--- src/sv/wfs_pkg.sv ---
// Shared constants, types and helper functions for the wall-follow steering block.
package wfs_pkg;

  localparam int SAMPLES_DEF = 10;

  localparam int DIV_W = 24;
  localparam int DEN_W = 16;

  localparam logic [23:0] DIST_NUM = 24'd6572654;
  localparam logic [23:0] DIST_OFS = 24'd626;
  localparam int          POT_STEP = 40;
  localparam logic [15:0] FAST_DIV = 16'd100;

  localparam logic [1:0] CMD_SAMPLE = 2'd0;
  localparam logic [1:0] CMD_STOP   = 2'd1;
  localparam logic [1:0] CMD_GO     = 2'd2;

  localparam logic [2:0] REG_PWM_PERIOD    = 3'd0;
  localparam logic [2:0] REG_CLOSE_LIMIT   = 3'd1;
  localparam logic [2:0] REG_FAR_LIMIT     = 3'd2;
  localparam logic [2:0] REG_SIDE_LIMIT    = 3'd3;
  localparam logic [2:0] REG_BALANCE_BAND  = 3'd4;
  localparam logic [2:0] REG_SLOW_DIVISOR  = 3'd5;
  localparam logic [2:0] REG_CRAWL_DIVISOR = 3'd6;
  localparam logic [2:0] REG_CRAWL_OFFSET  = 3'd7;

  typedef enum logic [3:0] {
    ST_IDLE   = 4'b0001,
    ST_LOAD   = 4'b0010,
    ST_WAIT   = 4'b0100,
    ST_DECIDE = 4'b1000
  } state_t;

  typedef enum logic [8:0] {
    OP_AVGL  = 9'b000000001,
    OP_QL    = 9'b000000010,
    OP_AVGR  = 9'b000000100,
    OP_QR    = 9'b000001000,
    OP_POW   = 9'b000010000,
    OP_FAST  = 9'b000100000,
    OP_SLOW  = 9'b001000000,
    OP_CRAWL = 9'b010000000,
    OP_GO    = 9'b100000000
  } op_t;

  function automatic logic [15:0] sat16(input logic [23:0] v);
    sat16 = (v[23:16] != 8'd0) ? 16'hFFFF : v[15:0];
  endfunction

  // Quotient of the distance constant by the average, less the offset, clamped.
  function automatic logic [15:0] dist_q88(input logic [23:0] q);
    dist_q88 = (q < DIST_OFS) ? 16'd0 : sat16(q - DIST_OFS);
  endfunction

endpackage

--- src/sv/wfs_in_if.sv ---
// Input channel: command word with one sensor triple.
interface wfs_in_if;
  logic        valid;
  logic        ready;
  logic [1:0]  command;
  logic [11:0] left_sample;
  logic [11:0] right_sample;
  logic [11:0] pot_sample;

  modport source (output valid, command, left_sample, right_sample, pot_sample,
                  input ready);
  modport sink (input valid, command, left_sample, right_sample, pot_sample,
                output ready);
endinterface

--- src/sv/wfs_out_if.sv ---
// Result channel: wheel duties, distances and power percent.
interface wfs_out_if;
  logic        valid;
  logic        ready;
  logic [15:0] left_duty;
  logic [15:0] right_duty;
  logic [15:0] left_distance;
  logic [15:0] right_distance;
  logic [6:0]  power_percent;

  modport source (output valid, left_duty, right_duty, left_distance, right_distance,
                  power_percent, input ready);
  modport sink (input valid, left_duty, right_duty, left_distance, right_distance,
                power_percent, output ready);
endinterface

--- src/sv/wall_follow_steering_top.sv ---
// Top level of the wall-follow steering block: sequencer, state and config registers.
//
//  channel   direction  handshake       word
//  in_ch     in         valid/ready     command, left/right/pot samples
//  out_ch    out        valid/ready     duties, distances, power percent
//  cfg_*     in         write enable    register index, write data
//
// A stop word or a sample word that does not end a group is handled in the idle state; a go word runs one division.
// The final sample of a group runs eight divisions through one shared divider
// before the result is loaded.
// Reset loads the register defaults and clears the sums and the output valid flag.
// The result waits in the output register; input is taken again once it is loaded.
module wall_follow_steering_top #(
  parameter int SAMPLES = wfs_pkg::SAMPLES_DEF
) (
  input  logic        clk,
  input  logic        rst_n,
  wfs_in_if.sink      in_ch,
  wfs_out_if.source   out_ch,
  input  logic        cfg_wr_en,
  input  logic [2:0]  cfg_index,
  input  logic [15:0] cfg_data
);
  import wfs_pkg::*;

  localparam logic [15:0] SAMP_DIV = 16'(SAMPLES);
  localparam logic [15:0] POT_DIV  = 16'(SAMPLES * POT_STEP);

  logic [15:0] pwm_r, offset_r;
  logic [7:0]  close_r, far_r, side_r, band_r;
  logic [9:0]  slow_div_r, crawl_div_r;

  logic [15:0] left_sum_r, right_sum_r, pot_sum_r;
  logic [3:0]  count_r;
  logic [6:0]  power_r;
  logic [15:0] base_r;

  state_t      state_r;
  op_t         op_r;
  logic [15:0] avg_r, dl_r, dr_r, fast_r, slow_r, crawl_r;

  logic        out_valid_r;
  logic [15:0] out_ld_r, out_rd_r, out_dl_r, out_dr_r;
  logic [6:0]  out_pow_r;

  logic                div_start, div_done;
  logic [DIV_W-1:0]    div_num, div_q;
  logic [DEN_W-1:0]    div_den;
  logic [22:0]         prod;
  logic [15:0]         crawl_off, ld, rd;
  logic                in_acc, out_free;
  logic [3:0]          count_inc;

  assign in_ch.ready = (state_r == ST_IDLE);
  assign in_acc      = in_ch.valid && in_ch.ready;
  assign out_free    = !out_valid_r || out_ch.ready;
  assign count_inc   = count_r + 4'd1;
  assign div_start   = (state_r == ST_LOAD);

  always_ff @(posedge clk) begin
    if (!rst_n) begin
      pwm_r       <= 16'd25000;
      close_r     <= 8'd15;
      far_r       <= 8'd70;
      side_r      <= 8'd20;
      band_r      <= 8'd20;
      slow_div_r  <= 10'd130;
      crawl_div_r <= 10'd180;
      offset_r    <= 16'd1000;
    end else if (cfg_wr_en) begin
      case (cfg_index)
        REG_PWM_PERIOD:    pwm_r       <= cfg_data;
        REG_CLOSE_LIMIT:   close_r     <= cfg_data[7:0];
        REG_FAR_LIMIT:     far_r       <= cfg_data[7:0];
        REG_SIDE_LIMIT:    side_r      <= cfg_data[7:0];
        REG_BALANCE_BAND:  band_r      <= cfg_data[7:0];
        REG_SLOW_DIVISOR:  slow_div_r  <= cfg_data[9:0];
        REG_CRAWL_DIVISOR: crawl_div_r <= cfg_data[9:0];
        REG_CRAWL_OFFSET:  offset_r    <= cfg_data;
        default: ;
      endcase
    end
  end

  // One multiplier feeds the divider for the go base and the scaled duties.
  assign prod = (op_r == OP_GO) ? (23'(pwm_r) * 23'(power_r)) : (23'(base_r) * 23'(power_r));

  always_comb begin
    div_num = {1'b0, prod};
    div_den = FAST_DIV;
    case (op_r)
      OP_AVGL:  begin div_num = {8'd0, left_sum_r};  div_den = SAMP_DIV; end
      OP_AVGR:  begin div_num = {8'd0, right_sum_r}; div_den = SAMP_DIV; end
      OP_QL:    begin div_num = DIST_NUM; div_den = avg_r; end
      OP_QR:    begin div_num = DIST_NUM; div_den = avg_r; end
      OP_POW:   begin div_num = {8'd0, pot_sum_r};   div_den = POT_DIV; end
      OP_FAST:  div_den = FAST_DIV;
      OP_SLOW:  div_den = (slow_div_r == 10'd0) ? 16'd1 : {6'd0, slow_div_r};
      OP_CRAWL: div_den = (crawl_div_r == 10'd0) ? 16'd1 : {6'd0, crawl_div_r};
      OP_GO:    div_den = FAST_DIV;
      default:  div_den = FAST_DIV;
    endcase
  end

  wfs_div u_div (
    .clk      (clk),
    .rst_n    (rst_n),
    .start    (div_start),
    .dividend (div_num),
    .divisor  (div_den),
    .done     (div_done),
    .quotient (div_q)
  );

  assign crawl_off = (crawl_r > offset_r) ? (crawl_r - offset_r) : 16'd0;

  always_comb begin
    if (dl_r < {close_r, 8'h00} && dr_r < {close_r, 8'h00}) begin
      if (dl_r < dr_r) begin
        ld = crawl_r; rd = 16'd1;
      end else begin
        ld = 16'd1; rd = crawl_r;
      end
    end else if (dl_r > {far_r, 8'h00} && dr_r > {far_r, 8'h00}) begin
      ld = 16'd1; rd = 16'd1;
    end else if (dl_r < {side_r, 8'h00}) begin
      ld = fast_r; rd = crawl_off;
    end else if (dr_r < {side_r, 8'h00}) begin
      ld = crawl_off; rd = fast_r;
    end else if (dl_r > dr_r) begin
      ld = ((dl_r - dr_r) < {band_r, 8'h00}) ? fast_r : slow_r;
      rd = fast_r;
    end else if (dr_r > dl_r) begin
      ld = fast_r;
      rd = ((dr_r - dl_r) < {band_r, 8'h00}) ? fast_r : slow_r;
    end else begin
      ld = fast_r; rd = fast_r;
    end
  end

  always_ff @(posedge clk) begin
    if (!rst_n) begin
      state_r     <= ST_IDLE;
      op_r        <= OP_AVGL;
      left_sum_r  <= '0;
      right_sum_r <= '0;
      pot_sum_r   <= '0;
      count_r     <= '0;
      power_r     <= '0;
      base_r      <= 16'd25000;
      out_valid_r <= 1'b0;
    end else begin
      if (state_r == ST_DECIDE && out_free) out_valid_r <= 1'b1;
      else if (out_ch.ready) out_valid_r <= 1'b0;
      case (state_r)
        ST_IDLE: begin
          if (in_acc) begin
            case (in_ch.command)
              CMD_SAMPLE: begin
                left_sum_r  <= left_sum_r + {4'd0, in_ch.left_sample};
                right_sum_r <= right_sum_r + {4'd0, in_ch.right_sample};
                pot_sum_r   <= pot_sum_r + {4'd0, in_ch.pot_sample};
                count_r     <= count_inc;
                if (count_inc == 4'(SAMPLES)) begin
                  op_r    <= OP_AVGL;
                  state_r <= ST_LOAD;
                end
              end
              CMD_STOP: base_r <= 16'd0;
              CMD_GO: begin
                op_r    <= OP_GO;
                state_r <= ST_LOAD;
              end
              default: ;
            endcase
          end
        end
        ST_LOAD: state_r <= ST_WAIT;
        ST_WAIT: begin
          if (div_done) begin
            state_r <= ST_LOAD;
            case (op_r)
              OP_AVGL:  begin avg_r <= div_q[15:0]; op_r <= OP_QL; end
              OP_QL:    begin dl_r <= dist_q88(div_q); op_r <= OP_AVGR; end
              OP_AVGR:  begin avg_r <= div_q[15:0]; op_r <= OP_QR; end
              OP_QR:    begin dr_r <= dist_q88(div_q); op_r <= OP_POW; end
              OP_POW:   begin power_r <= div_q[6:0]; op_r <= OP_FAST; end
              OP_FAST:  begin fast_r <= sat16(div_q); op_r <= OP_SLOW; end
              OP_SLOW:  begin slow_r <= sat16(div_q); op_r <= OP_CRAWL; end
              OP_CRAWL: begin crawl_r <= sat16(div_q); state_r <= ST_DECIDE; end
              OP_GO:    begin base_r <= sat16(div_q); state_r <= ST_IDLE; end
              default:  state_r <= ST_IDLE;
            endcase
          end
        end
        ST_DECIDE: begin
          if (out_free) begin
            left_sum_r  <= '0;
            right_sum_r <= '0;
            pot_sum_r   <= '0;
            count_r     <= '0;
            state_r     <= ST_IDLE;
          end
        end
        default: state_r <= ST_IDLE;
      endcase
    end
  end

  always_ff @(posedge clk) begin
    if (state_r == ST_DECIDE && out_free) begin
      out_ld_r  <= ld;
      out_rd_r  <= rd;
      out_dl_r  <= dl_r;
      out_dr_r  <= dr_r;
      out_pow_r <= power_r;
    end
  end

  assign out_ch.valid          = out_valid_r;
  assign out_ch.left_duty      = out_ld_r;
  assign out_ch.right_duty     = out_rd_r;
  assign out_ch.left_distance  = out_dl_r;
  assign out_ch.right_distance = out_dr_r;
  assign out_ch.power_percent  = out_pow_r;

endmodule

--- src/sv/wfs_div.sv ---
// Restoring divider, one quotient bit per cycle.
module wfs_div (
  input  logic                      clk,
  input  logic                      rst_n,
  input  logic                      start,
  input  logic [wfs_pkg::DIV_W-1:0] dividend,
  input  logic [wfs_pkg::DEN_W-1:0] divisor,
  output logic                      done,
  output logic [wfs_pkg::DIV_W-1:0] quotient
);
  import wfs_pkg::*;

  localparam int CNT_W = $clog2(DIV_W);

  logic             busy_r;
  logic             done_r;
  logic [CNT_W-1:0] cnt_r;
  logic [DIV_W-1:0] quo_r;
  logic [DEN_W-1:0] rem_r;
  logic [DEN_W-1:0] den_r;
  logic [DEN_W:0]   rem_sh;
  logic             ge;
  logic [DEN_W-1:0] rem_nxt;

  assign rem_sh  = {rem_r, quo_r[DIV_W-1]};
  assign ge      = rem_sh >= {1'b0, den_r};
  assign rem_nxt = ge ? DEN_W'(rem_sh - {1'b0, den_r}) : rem_sh[DEN_W-1:0];

  always_ff @(posedge clk) begin
    if (!rst_n) begin
      busy_r <= 1'b0;
      done_r <= 1'b0;
      cnt_r  <= '0;
    end else begin
      done_r <= 1'b0;
      if (start) begin
        busy_r <= 1'b1;
        cnt_r  <= '0;
      end else if (busy_r) begin
        cnt_r <= cnt_r + 1'b1;
        if (cnt_r == CNT_W'(DIV_W - 1)) begin
          busy_r <= 1'b0;
          done_r <= 1'b1;
        end
      end
    end
  end

  always_ff @(posedge clk) begin
    if (start) begin
      quo_r <= dividend;
      rem_r <= '0;
      den_r <= divisor;
    end else if (busy_r) begin
      quo_r <= {quo_r[DIV_W-2:0], ge};
      rem_r <= rem_nxt;
    end
  end

  assign done     = done_r;
  assign quotient = quo_r;

endmodule
--- src/flat_wrapper.sv ---
// flat-port wrapper written by rule: the top's interface ports become plain ports
module wall_follow_steering_top_flat import wfs_pkg::*;
#(
  parameter int SAMPLES = wfs_pkg::SAMPLES_DEF
)
  (clk, rst_n, cfg_wr_en, cfg_index, cfg_data, in_ch_valid, in_ch_command, in_ch_left_sample, in_ch_right_sample, in_ch_pot_sample, in_ch_ready, out_ch_valid, out_ch_left_duty, out_ch_right_duty, out_ch_left_distance, out_ch_right_distance, out_ch_power_percent, out_ch_ready);
  wfs_in_if in_ch_i ();
  wfs_out_if out_ch_i ();
  input  logic clk;
  input  logic rst_n;
  input  logic cfg_wr_en;
  input  logic [2:0] cfg_index;
  input  logic [15:0] cfg_data;
  input wire logic [$bits(in_ch_i.valid)-1:0] in_ch_valid;
  input wire logic [$bits(in_ch_i.command)-1:0] in_ch_command;
  input wire logic [$bits(in_ch_i.left_sample)-1:0] in_ch_left_sample;
  input wire logic [$bits(in_ch_i.right_sample)-1:0] in_ch_right_sample;
  input wire logic [$bits(in_ch_i.pot_sample)-1:0] in_ch_pot_sample;
  output wire logic [$bits(in_ch_i.ready)-1:0] in_ch_ready;
  output wire logic [$bits(out_ch_i.valid)-1:0] out_ch_valid;
  output wire logic [$bits(out_ch_i.left_duty)-1:0] out_ch_left_duty;
  output wire logic [$bits(out_ch_i.right_duty)-1:0] out_ch_right_duty;
  output wire logic [$bits(out_ch_i.left_distance)-1:0] out_ch_left_distance;
  output wire logic [$bits(out_ch_i.right_distance)-1:0] out_ch_right_distance;
  output wire logic [$bits(out_ch_i.power_percent)-1:0] out_ch_power_percent;
  input wire logic [$bits(out_ch_i.ready)-1:0] out_ch_ready;
  assign in_ch_i.valid = in_ch_valid;
  assign in_ch_i.command = in_ch_command;
  assign in_ch_i.left_sample = in_ch_left_sample;
  assign in_ch_i.right_sample = in_ch_right_sample;
  assign in_ch_i.pot_sample = in_ch_pot_sample;
  assign in_ch_ready = in_ch_i.ready;
  assign out_ch_valid = out_ch_i.valid;
  assign out_ch_left_duty = out_ch_i.left_duty;
  assign out_ch_right_duty = out_ch_i.right_duty;
  assign out_ch_left_distance = out_ch_i.left_distance;
  assign out_ch_right_distance = out_ch_i.right_distance;
  assign out_ch_power_percent = out_ch_i.power_percent;
  assign out_ch_i.ready = out_ch_ready;
  wall_follow_steering_top #(.SAMPLES(SAMPLES)) u_core (.clk(clk), .rst_n(rst_n), .in_ch(in_ch_i), .out_ch(out_ch_i), .cfg_wr_en(cfg_wr_en), .cfg_index(cfg_index), .cfg_data(cfg_data));
endmodule
--- config.mk ---
export PLATFORM = sky130hd
export DESIGN_NAME = wall_follow_steering_top_flat
export DESIGN_NICKNAME = d
export VERILOG_FILES = /design/src/sv/wfs_pkg.sv /design/src/sv/wfs_in_if.sv /design/src/sv/wfs_out_if.sv /design/src/sv/wall_follow_steering_top.sv /design/src/sv/wfs_div.sv /design/src/flat_wrapper.sv
export SDC_FILE = /design/constraint.sdc
export NUM_CORES = 1
export LEC_CHECK = 0
export BUFFER_PORTS_ARGS = -buffer_cell sky130_fd_sc_hd__buf_2
export CORE_MARGIN = 2
export CORE_UTILIZATION = 45
export CTS_CLUSTER_DIAMETER = 80
export CTS_CLUSTER_SIZE = 40
export DETAILED_ROUTE_END_ITERATION = 7
export PLACE_DENSITY = 0.66
export SLEW_MARGIN = 20
export SYNTH_ARGS = -nofsm -noshare
export SYNTH_HDL_FRONTEND = slang
export SYNTH_SLANG_ARGS = --single-unit
--- constraint.sdc ---
create_clock -name clk -period 6.6 [get_ports clk]
set_input_delay 0.99 -clock clk [delete_from_list [all_inputs] [get_ports clk]]
set_output_delay 0.99 -clock clk [all_outputs]
set_load 0.01 [all_outputs]
Word-level counts from Yosys, hierarchy flattened
Index checks and enable logic that the tools add are counted.

storage, ports and cells
  output and inout bits = 73
  logic and storage cells = 200
  register bits after elaboration = 403

operators by class
  bitwise logic cells = 2
  reductions and logical operators = 40
  equal/unequal tests = 33
  multipliers = 2
  order comparisons = 14
  multiplexer cells = 65
  add/subtract/negate cells = 10

operators by type and width
  operator                                               count
  two-way mux 16 bit                                     31
  one-hot mux 16 bit (2 select lines)                    4
  < comparator 16 bit                                    7
  one-hot mux 23 bit (4 select lines)                    1
  > comparator 16 bit                                    5
  one-hot mux 16 bit (5 select lines)                    1
  subtractor 16 bit                                      4
  one-hot mux 9 bit (7 select lines)                     1
  adder 16 x 12 -> 16 bit                                3
  two-way mux 24 bit                                     2
  multiplier 16 x 7 -> 23 bit                            2
  one-hot mux 9 bit (2 select lines)                     2
  two-way mux 4 bit                                      7
  AND reduction 4 bit                                    7
  two-way mux 9 bit                                      3
  < comparator 24 x 10 -> 1 bit (second input constant)  1
  one-hot mux 4 bit (2 select lines)                     3
  subtractor 24 x 10 -> 24 bit (second input constant)   1
  two-way mux 23 bit                                     1
  zero test 10 bit                                       2
  two-way mux 10 bit                                     2
  >= comparator 17 x 16 -> 1 bit                         1
  one-hot mux 4 bit (4 select lines)                     1
  AND reduction 2 bit                                    8
  40 further kinds                                       66

Depth between registers and ports, before layout
Gate-level depths: netlist of run 1.

  word-level depth = 9
  depth in mapped cells = 22

Hierarchy
A second synthesis of run 1 with hierarchy kept.

second synthesis, totals
  cells, all modules = 3107
  area, all modules = 29403.2 um^2

modules (own cells, without submodules)
  module                    instances  cells an instance  area each (um^2)
  wall_follow_steering_top  1          2782               25938.6
  wfs_div                   1          325                3464.6

Worst setup path before layout of run 1
OpenSTA, ideal clock, no wires.

  kind = register to register
  start point = reg u_core.power_r[6]
  end point = reg u_core.u_div.quo_r[22], in the netlist u_core.u_div.quotient[22], data pin
  library setup time = 261 ps
  data arrival time = 4968 ps
  setup slack = 1370 ps
  cell stages (with the launch flop) = 20
  cells stage by stage = dfxtp_1 > clkbuf_1 > nand2_1 > fa_1 > fa_1 > inv_1 > fa_1 > inv_1 > fa_1 > inv_1 > ha_1 > o21ai_0 > nor2_1 > o41ai_1 > o21ai_0 > a2111oi_0 > nor3_1 > mux2_2 > nor3_1 > o21ai_1

on the way
  cells in the longest elaborated chain, start to end = 4

ends and longest elaborated chain
  what                                   RTL line                         text
  start: declaration                     wall_follow_steering_top.sv:35   logic [6:0] power_r;
  start signal: assignment               wall_follow_steering_top.sv:149  power_r <= '0;
  start signal: assignment               wall_follow_steering_top.sv:187  OP_POW: begin power_r <= div_q[6:0]; op_r <= OP_FAST; end
  multiplier 16 x 7 -> 23 bit            wall_follow_steering_top.sv:86   assign prod = (op_r == OP_GO) ? (23'(pwm_r) * 23'(power_r)) : (23'(base_r) * 23'(power_r));
  two-way mux 23 bit *                   wall_follow_steering_top.sv:86
  one-hot mux 23 bit (4 select lines) *  wall_follow_steering_top.sv:91   case (op_r)
  two-way mux 24 bit *                   wfs_div.sv:50                    if (start) begin
  end signal: assignment                 wfs_div.sv:51                    quo_r <= dividend;
  end signal: assignment                 wfs_div.sv:55                    quo_r <= {quo_r[DIV_W-2:0], ge};
  end: declaration                       wfs_div.sv:18                    logic [DIV_W-1:0] quo_r;

Mark *: on every way between the ends. The rest lies on a longest branch, timed or not.
A chain may end at the register's enable or synchronous reset.

Worst setup path in the final report of run 1
  start point = reg u_core.power_r[2]
  end point = reg u_core.u_div.quo_r[22], in the netlist u_core.u_div.quotient[22], data pin

The elaborated chain is that of the path after synthesis.

==> results by stage, run 1 <==
Route:
- In the final routed layout, each cell accounts on average for 19.5 um.
- The via density per instance is 5.60.
- The pre-antenna-repair detailed-routing pass consisted of 8 iterations.
- The number of design-rule violations left by the first detailed-router iteration is 1849.
- The number of antenna-violating nets in the routed design is 0.
- The number of DRC violations after detailed routing is 0.
- The total via count in the routed design is 23100.
- The overall routed net length is 80300 um.

Floorplanning:
- The I/O pin count is 135.
- For this configuration, the core starts out at a cell density of 45.3%.
- The total area inside the core boundary comes to 64200 um^2.
- The die area is 66700 um^2.
- The site row count is 93.
- The width of the chip is 258 um.
- The floorplan step set the die height to 258 um.

Clock tree:
- TritonCTS built the clock tree.
- After clock tree synthesis, the setup repair step added 0 buffers.
- The number of H-tree branching levels is 1.
- The number of hold buffers added after CTS was 0.
- The number of clock buffers added by TritonCTS is 27.
- The clock transition at the registers of the reported paths is 110 ps.
- The tree is rooted in a sky130_fd_sc_hd__clkbuf_16.
- The total of cells resized after clock tree synthesis is 0.
- CTS saw 403 sinks.
- The clock latency of the later-clocked register in the worst-skew pair is 650 ps.
- The clock tree buffer depth is 3.

Global route:
- Entering global routing, the biggest net connects 103 pins.
- The number of antenna violations at the first check in global routing is 3.
- The first global-routing pass estimated 127000 um of wire.
- The via count of the first global-routing pass came to 22300.
- Global routing finished with a remaining overflow of 0.
- The global router's overall resource usage is 24.1%.

Pwr:
- The power density relative to cell area is 189 nW/um^2.
- The share of total power dissipated in combinational logic is 19.0%.
- The fraction of power consumed by the clock network is 33.7%.
- Summed over all cells, the static leakage comes to 13.3 nW.
- In this run the power spent charging and discharging nets is 0.00191 W.
- Net switching is 31.9% of the power.
- Sequential cells account for 47.3% of the total power.
- The internal power of the cells totals 0.00409 W.
- The worst vdd rail ir drop is 0.197 mV.

Finish:
- For this run, the post-layout net count is 3693.
- The count of fill cells added during filler insertion is 6057.
- The area growth from synthesis to final layout is 9.26%.
- The most common cell after layout, fill and taps aside is sky130_fd_sc_hd__nand2_1.
- The top cell types in the final layout, fill and taps aside, are 407 x sky130_fd_sc_hd__nand2_1, 298 x sky130_fd_sc_hd__inv_1, 244 x sky130_fd_sc_hd__ha_1.
- The flip-flop count of the largest register, all copies and words added is 24.
- The post-route core utilization is 49.5%.
- Of the cells placed in the final design, the portion with a size suffix greater than 1 is 8.58%.

Timing:
- The pin slew with the least headroom to its limit is 1100 ps.
- The final critical-path required period is 6020 ps.
- The final hold violation count was 0.
- Adding up every negative setup slack in the final design gives 0 ps.
- Setup repair after global routing left no endpoint under its margin.
- Static timing analysis puts the maximum clock frequency at 0.166 GHz.
- The final worst hold slack is 468 ps.
- After layout, the worst setup slack is 582 ps.
- The count of endpoints failing setup in the final report is 0.
- The final-report max-slew violation count is 0.
- Dividing the final minimum period by the clock period gives 91.2%.
- Across the routed clock network, the largest skew measured is 72.8 ps.
- The remaining max-slew budget at the tightest pin is 26.5%.

Critical path:
- The required time of the critical path is 7030 ps.
- The signal on the critical path passes through buf_4 > and2_1 > fa_1 > fa_1 > fa_1 > inv_1 > fa_1 > inv_1 > ha_1 > a2111o_1 > o22ai_1 > o21a_1 > o21ai_0 > a311oi_1 > o21ai_0 > o31a_1 > o21ai_1.
- The worst setup path is captured at a flop.
- For this design, the slowest cell found on the critical path is sky130_fd_sc_hd__dfxtp_1.
- Along the worst path, the maximum fanout reaches 21.
- The start-to-end type of the worst setup path is flop to flop.
- The arrival time at the worst endpoint is 6450 ps.
- The dominant cell type by count on the critical path is sky130_fd_sc_hd__fa_1.
- The critical path launch point type is a flop.
- On the worst path, the slowest cell contributes a delay of 740 ps.

Logic synthesis:
- The dominant synthesized flop cell is sky130_fd_sc_hd__edfxtp_1.
- Yosys mapped a number of flops with a built-in enable equal to 207.
- Synthesis produced a netlist whose cell count is 3164.
- The flop and latch count out of synthesis is 403.
- The sequential element share of the synthesized area is 34.9%.
- The number of nets handed over by synthesis was 3613.
- In the synthesized netlist the async set-or-reset flop fraction comes to 0%.
- The number of warnings issued by yosys is 0.
- After synthesis, the netlist uses 89 different library cells.
- The synthesized netlist occupies a cell area of 29100 um^2.
- The mean instance size in the synthesized netlist is 9.19 um^2.

Placement:
- The detailed placer's ending HPWL is 60400 um.
- The pre-CTS worst setup slack is 696 ps.
- The final estimated routing congestion in global placement is 0.934.
- During placement, the flow inserted port buffers numbering 134.

Status:
- The run finished with clean final reports.

Job:
- Across the run, the number of max-cap violations was 0.

Hold path:
- The path category of the worst min-delay check is flop to flop.
[cell families after synthesis]
kind of cell    share of synthesized area (%)
fa+ha+maj                                20.3
flops                                    34.9
compound gates                           15.9
xor+xnor                                 3.16
simple gates                             19.1
mux                                      1.08
buf+inv                                  5.64
[final timing paths]
kind	to	cells past startpoint	startpoint	slack (ps)
min	u_core.u_div.rem_r[15]	2	u_core.u_div.rem_r[15]	470
max reg2reg	u_core.u_div.quotient[22]	17	u_core.power_r[2]	580
min reg2reg	u_core.u_div.rem_r[15]	2	u_core.u_div.rem_r[15]	470
max	u_core.u_div.quotient[22]	17	u_core.power_r[2]	580
[cell usage after synthesis, drive strengths merged (24+ instances only)]
cell type  count  share of area (%)
nand2        407                5.3
inv          298                3.8
ha           244                 10
edfxtp       207                 21
dfxtp        196                 13
and2         195                4.2
nor2         173                2.2
a21oi        151                2.6
o21ai        145                2.5
fa           143                9.8
clkbuf       109                1.4
a21boi        71                1.8
xnor2         68                2.0
nor2b         67                1.4
nor3          65                1.2
nand3         55               0.95
a21o          53                1.4
a22oi         42                1.1
xor2          37                1.1
o211ai        33               0.85
o21a          31               0.80
mux2i         29                1.0
a211oi        26               0.67
or3           25               0.55
nand2b        24               0.52
[power by group through the flow]
| stage | Sequential (W) | Clock [W] | Combinational, W |
|---|---|---|---|
| after global placement | 0.00289 | 0 | 0.00111 |
| after floorplan | 0.00284 | 0 | 0.000868 |
| after global routing | 0.00285 | 0.00216 | 0.00129 |
| final | 0.00284 | 0.00202 | 0.00114 |
| after detailed placement | 0.00289 | 0 | 0.00113 |
| after CTS | 0.00284 | 0.00206 | 0.00113 |
[stage by stage]
| step | total power, W | std cells | cell area [um^2] |
|---|---|---|---|
| 6_report | 0.00600 | 4122 | 31800 |
| 5_1_grt | 0.00630 | 4120 | 31800 |
| 4_1_cts | 0.00603 | 4120 | 31800 |
| 3_5_place_dp | 0.00402 | 4070 | 30700 |
| 3_3_place_gp | 0.00401 | 4070 | 30700 |
| 2_1_floorplan | 0.00371 | 3164 | 29100 |
[worst max-delay path: cells and delay by family, from the launching register on]
family / cells / cell delay (ps)
fa+ha+maj: 5 / 2340
compound gates: 8 / 2060
flops: 1 / 740
buf+inv: 3 / 460
simple gates: 1 / 180
[cell type report]
class | instances | area (um^2) | area share [%]
inverter | 298 | 1120 | 3.52
tap | 855 | 1070 | 3.37
timing repair buffer | 175 | 981 | 3.09
multi-input combinational | 2339 | 17400 | 54.7
antenna | 2 | 5.00 | 0.0157
sequential | 403 | 10100 | 31.9
clock buffer | 28 | 679 | 2.14
clock inverter | 22 | 399 | 1.26
[layer usage]
layer / part of all wire (%) / GRT usage [%] / vias to the layer above
li1: - / - / 11100
met1: 45 / 33.6 / 11100
met2: 46 / 39.1 / 763
met3: 7.0 / 3.53 / 120
met4: 2.9 / 6.52 / 0
met5: 0 / 0 / -
(Power assumes the default switching activity.)
==> inputs of run 2 (changes only) <==
Settings changed: CORE_UTILIZATION 45 to 60, PLACE_DENSITY 0.66 to 0.83.
==> results by stage, run 2 (synthesis results as in run 1) <==
Pwr:
- The net switching component of the power is 0.00185 W (-3.4%).
- The power share of the sequential group is 49.3% (+2.0 points).
- The power density relative to cell area is 185 nW/um^2 (-2.2%).
- The worst vdd rail ir drop came to 0.189 mV (-4.0%).
- The fraction of power consumed by combinational cells is 20.0% (+1.0 points).
- The power consumption is 0.00577 W (-3.9%).
- The internal power consumption is 0.00392 W (-4.1%).
- The switching share of power is 32.0% (+0.16 points).
- The cell leakage power is 13.1 nW (-1.3%).
- The fraction of power consumed by the clock network is 30.7% (-3.0 points).

Floorplanning:
- The site row count is 80 (-14%).
- The width of the chip is 224 um (-13%).
- The total core area is 47800 um^2 (-26%).
- The effective utilization at floorplan is 60.8% (+16 points).
- The chip height is 224 um (-13%).
- The die area is 50300 um^2 (-25%).
- The I/O pin count is 135 (unchanged).

Timing:
- The final hold violation count is 0 (unchanged).
- The remaining max-slew budget at the tightest pin was 22.8% (-3.7 points).
- The final worst hold slack is 478 ps (+10.4 ps).
- The worst setup slack after layout came to 592 ps (+9.07 ps).
- The final cycle utilization of the critical path is 91.0% (-0.14 points).
- The highest achievable clock rate is 0.166 GHz (+0.15%).
- The count of endpoints failing setup in the final report is 0 (unchanged).
- The clock tree skew after final layout was 43.4 ps (-29.4 ps).
- The setup total negative slack is 0 ps (unchanged).
- The pin slew with the least headroom to its limit is 1160 ps (+59.9 ps).
- The final critical-path required period is 6010 ps (-9.07 ps).
- The final-report max-slew violation count is 0 (unchanged).
- Setup repair after global routing left no endpoint under its margin.

Finish:
- The final net count is 3677 (-0.43%).
- The flip-flop count of the largest register, all copies and words added came to 24 (unchanged).
- The post-route core utilization is 65.2% (+16 points).
- The area growth from synthesis to final layout is 7.33%.
- The top cell types in the final layout, fill and taps aside, are 407 x sky130_fd_sc_hd__nand2_1, 297 x sky130_fd_sc_hd__inv_1, 244 x sky130_fd_sc_hd__ha_1.
- The most common cell after layout, fill and taps aside is sky130_fd_sc_hd__nand2_1.
- The count of fill cells added during filler insertion is 3850 (-36%).
- The fraction of final layout cells with drive strength greater than 1 is 8.23% (-0.35 points).

Global route:
- The maximum number of pins on one net before global-route repair was 119 (+16%).
- The first-pass GRT wire length is 125000 um (-1.7%).
- The via count of the first global-routing pass is 23600 (+6.0%).
- The leftover overflow at the end of global routing is 0 (unchanged).
- The number of antenna violations at the first check in global routing is 2 (-1).
- The global router's overall resource usage came to 31.4% (+7.3 points).

Hold path:
- The path category of the worst min-delay check is flop to flop.

Critical path:
- The required time of the critical path came to 7020 ps (about the same).
- The dominant cell type by count on the critical path is sky130_fd_sc_hd__fa_1.
- STA classifies the critical path endpoint as a flop.
- The slack of the worst reg-to-reg path came to 590 ps (about the same).
- The slowest stage of the critical path belongs to the cell sky130_fd_sc_hd__dfxtp_1.
- The start-to-end type of the worst setup path is flop to flop.
- The signal on the critical path passes through and2_1 > fa_1 > fa_1 > fa_1 > inv_1 > fa_1 > inv_1 > ha_1 > a2111o_1 > o22ai_1 > o21a_1 > o21ai_0 > a311oi_1 > o21ai_0 > o31a_1 > o21ai_1.
- The arrival time at the worst endpoint was 6430 ps (-20 ps).
- The count of buffer and inverter cells on the critical path is 2 (-1).
- The kind of cell adding the most delay to the critical path is adder cells.
- The critical path launch point type is a flop.
- The maximum fanout along the worst path is 27 (+29%).
- The largest incremental delay on the critical path came to 1030 ps (+290 ps).

Status:
- The flow ran to the end, but the final reports show violations.
- The final reports fail on design-rule violations.

Route:
- The detailed-route wire length per cell is 20.6 um (+5.8%).
- The number of design-rule violations left by the first detailed-router iteration was 2406 (+30%).
- The number of antenna-violating nets in the routed design is 0 (unchanged).
- The overall routed net length is 79700 um (-0.85%).
- The total via count in the routed design is 24000 (+4.1%).
- The number of DRC violations after detailed routing is 3 (+3).
- The detailed-routing iteration count for the pre-antenna-repair pass is 8 (unchanged).
- The via density per instance is 6.22 (+11%).

Clock tree:
- The tree is rooted in a sky130_fd_sc_hd__clkbuf_16.
- The count of hold-fix buffers inserted at cts was 0 (unchanged).
- The number of clock sinks is 403 (unchanged).
- The clock tree buffer depth is 3 (unchanged).
- The number of H-tree branching levels is 1 (unchanged).
- The clock transition at the registers of the reported paths is 120 ps (about the same).
- The clock latency of the later-clocked register in the worst-skew pair is 600 ps (-50 ps).
- The clock tree from TritonCTS is done.
- The total of cells resized after clock tree synthesis is 0 (unchanged).
- The buffer count from post-CTS setup fixing is 0 (unchanged).
- The number of buffers added by the clock tree synthesis step was 23 (-15%).

Placement:
- The pre-CTS worst setup slack was 500 ps (-196 ps).
- The final estimated routing congestion in global placement is 0.970 (+3.8%).
- The detailed placer's ending HPWL came to 59600 um (-1.4%).
- The number of buffer cells added on primary ports is 134 (unchanged).

Job:
- The max-capacitance violation count is 0 (unchanged).
## run 2: cell count changes in the layout (fill, tap and decap cells not counted), sizes merged
cell | previous run | this run
buf | 175 | 163
clkbuf | 28 | 24
inv | 311 | 307
clkinvlp | 0 | 2
diode | 2 | 4
bufinv | 1 | 0
clkinv | 8 | 7
## run 2: area by class of cell
cell class                      instances  area (um^2)  share of cell area, %
Antenna cell                            4         10.0                 0.0321
Clock buffer                           24          579                   1.86
Clock inverter                         18          308                  0.986
Inverter                              298         1120                   3.58
Multi-Input combinational cell       2339        17400                   55.7
Sequential cell                       403        10100                   32.5
Tap cell                              615          769                   2.46
Timing Repair Buffer                  163          891                   2.85
## run 2: final timing paths
kind | from | end | depth (start not counted)
worst max-delay path | u_core.power_r[2] | u_core.u_div.quotient[22] | 16
worst min-delay path | u_core.far_r[3] | u_core.far_r[3] | 2
worst max register to register | u_core.power_r[2] | u_core.u_div.quotient[22] | 16
worst min register to register | u_core.far_r[3] | u_core.far_r[3] | 2
## run 2: worst min-delay path, stage by stage, from the launching register on
cell and delay [ps]:
sky130_fd_sc_hd__dfxtp_1 330, sky130_fd_sc_hd__nand2_1 50, sky130_fd_sc_hd__a21boi_0 60
## run 2: power groups by stage
stage          registers, W  clock network (W)  logic (W)
6_report            0.00284            0.00177    0.00116
5_1_grt             0.00285            0.00186    0.00128
4_1_cts             0.00284            0.00178    0.00113
3_5_place_dp        0.00290                  0    0.00113
3_3_place_gp        0.00289                  0    0.00109
2_1_floorplan       0.00284                  0   0.000868
## run 2: stage by stage
| stage | std cells | instance area (um^2) |
|---|---|---|
| 3_5_place_dp | 3818 | 30300 |
| 6_report | 3864 | 31200 |
| 2_1_floorplan | 3164 | 29100 |
| 5_1_grt | 3860 | 31200 |
| 3_3_place_gp | 3818 | 30300 |
| 4_1_cts | 3860 | 31200 |
## run 2: per-layer routing
metal / track usage, % / wire, um / up-vias
li1: - / - / 11100
met1: 40.0 / 31200 / 11600
met2: 53.2 / 38300 / 1104
met3: 4.77 / 6570 / 238
met4: 13.9 / 3510 / 4
met5: 0 / 23 / -
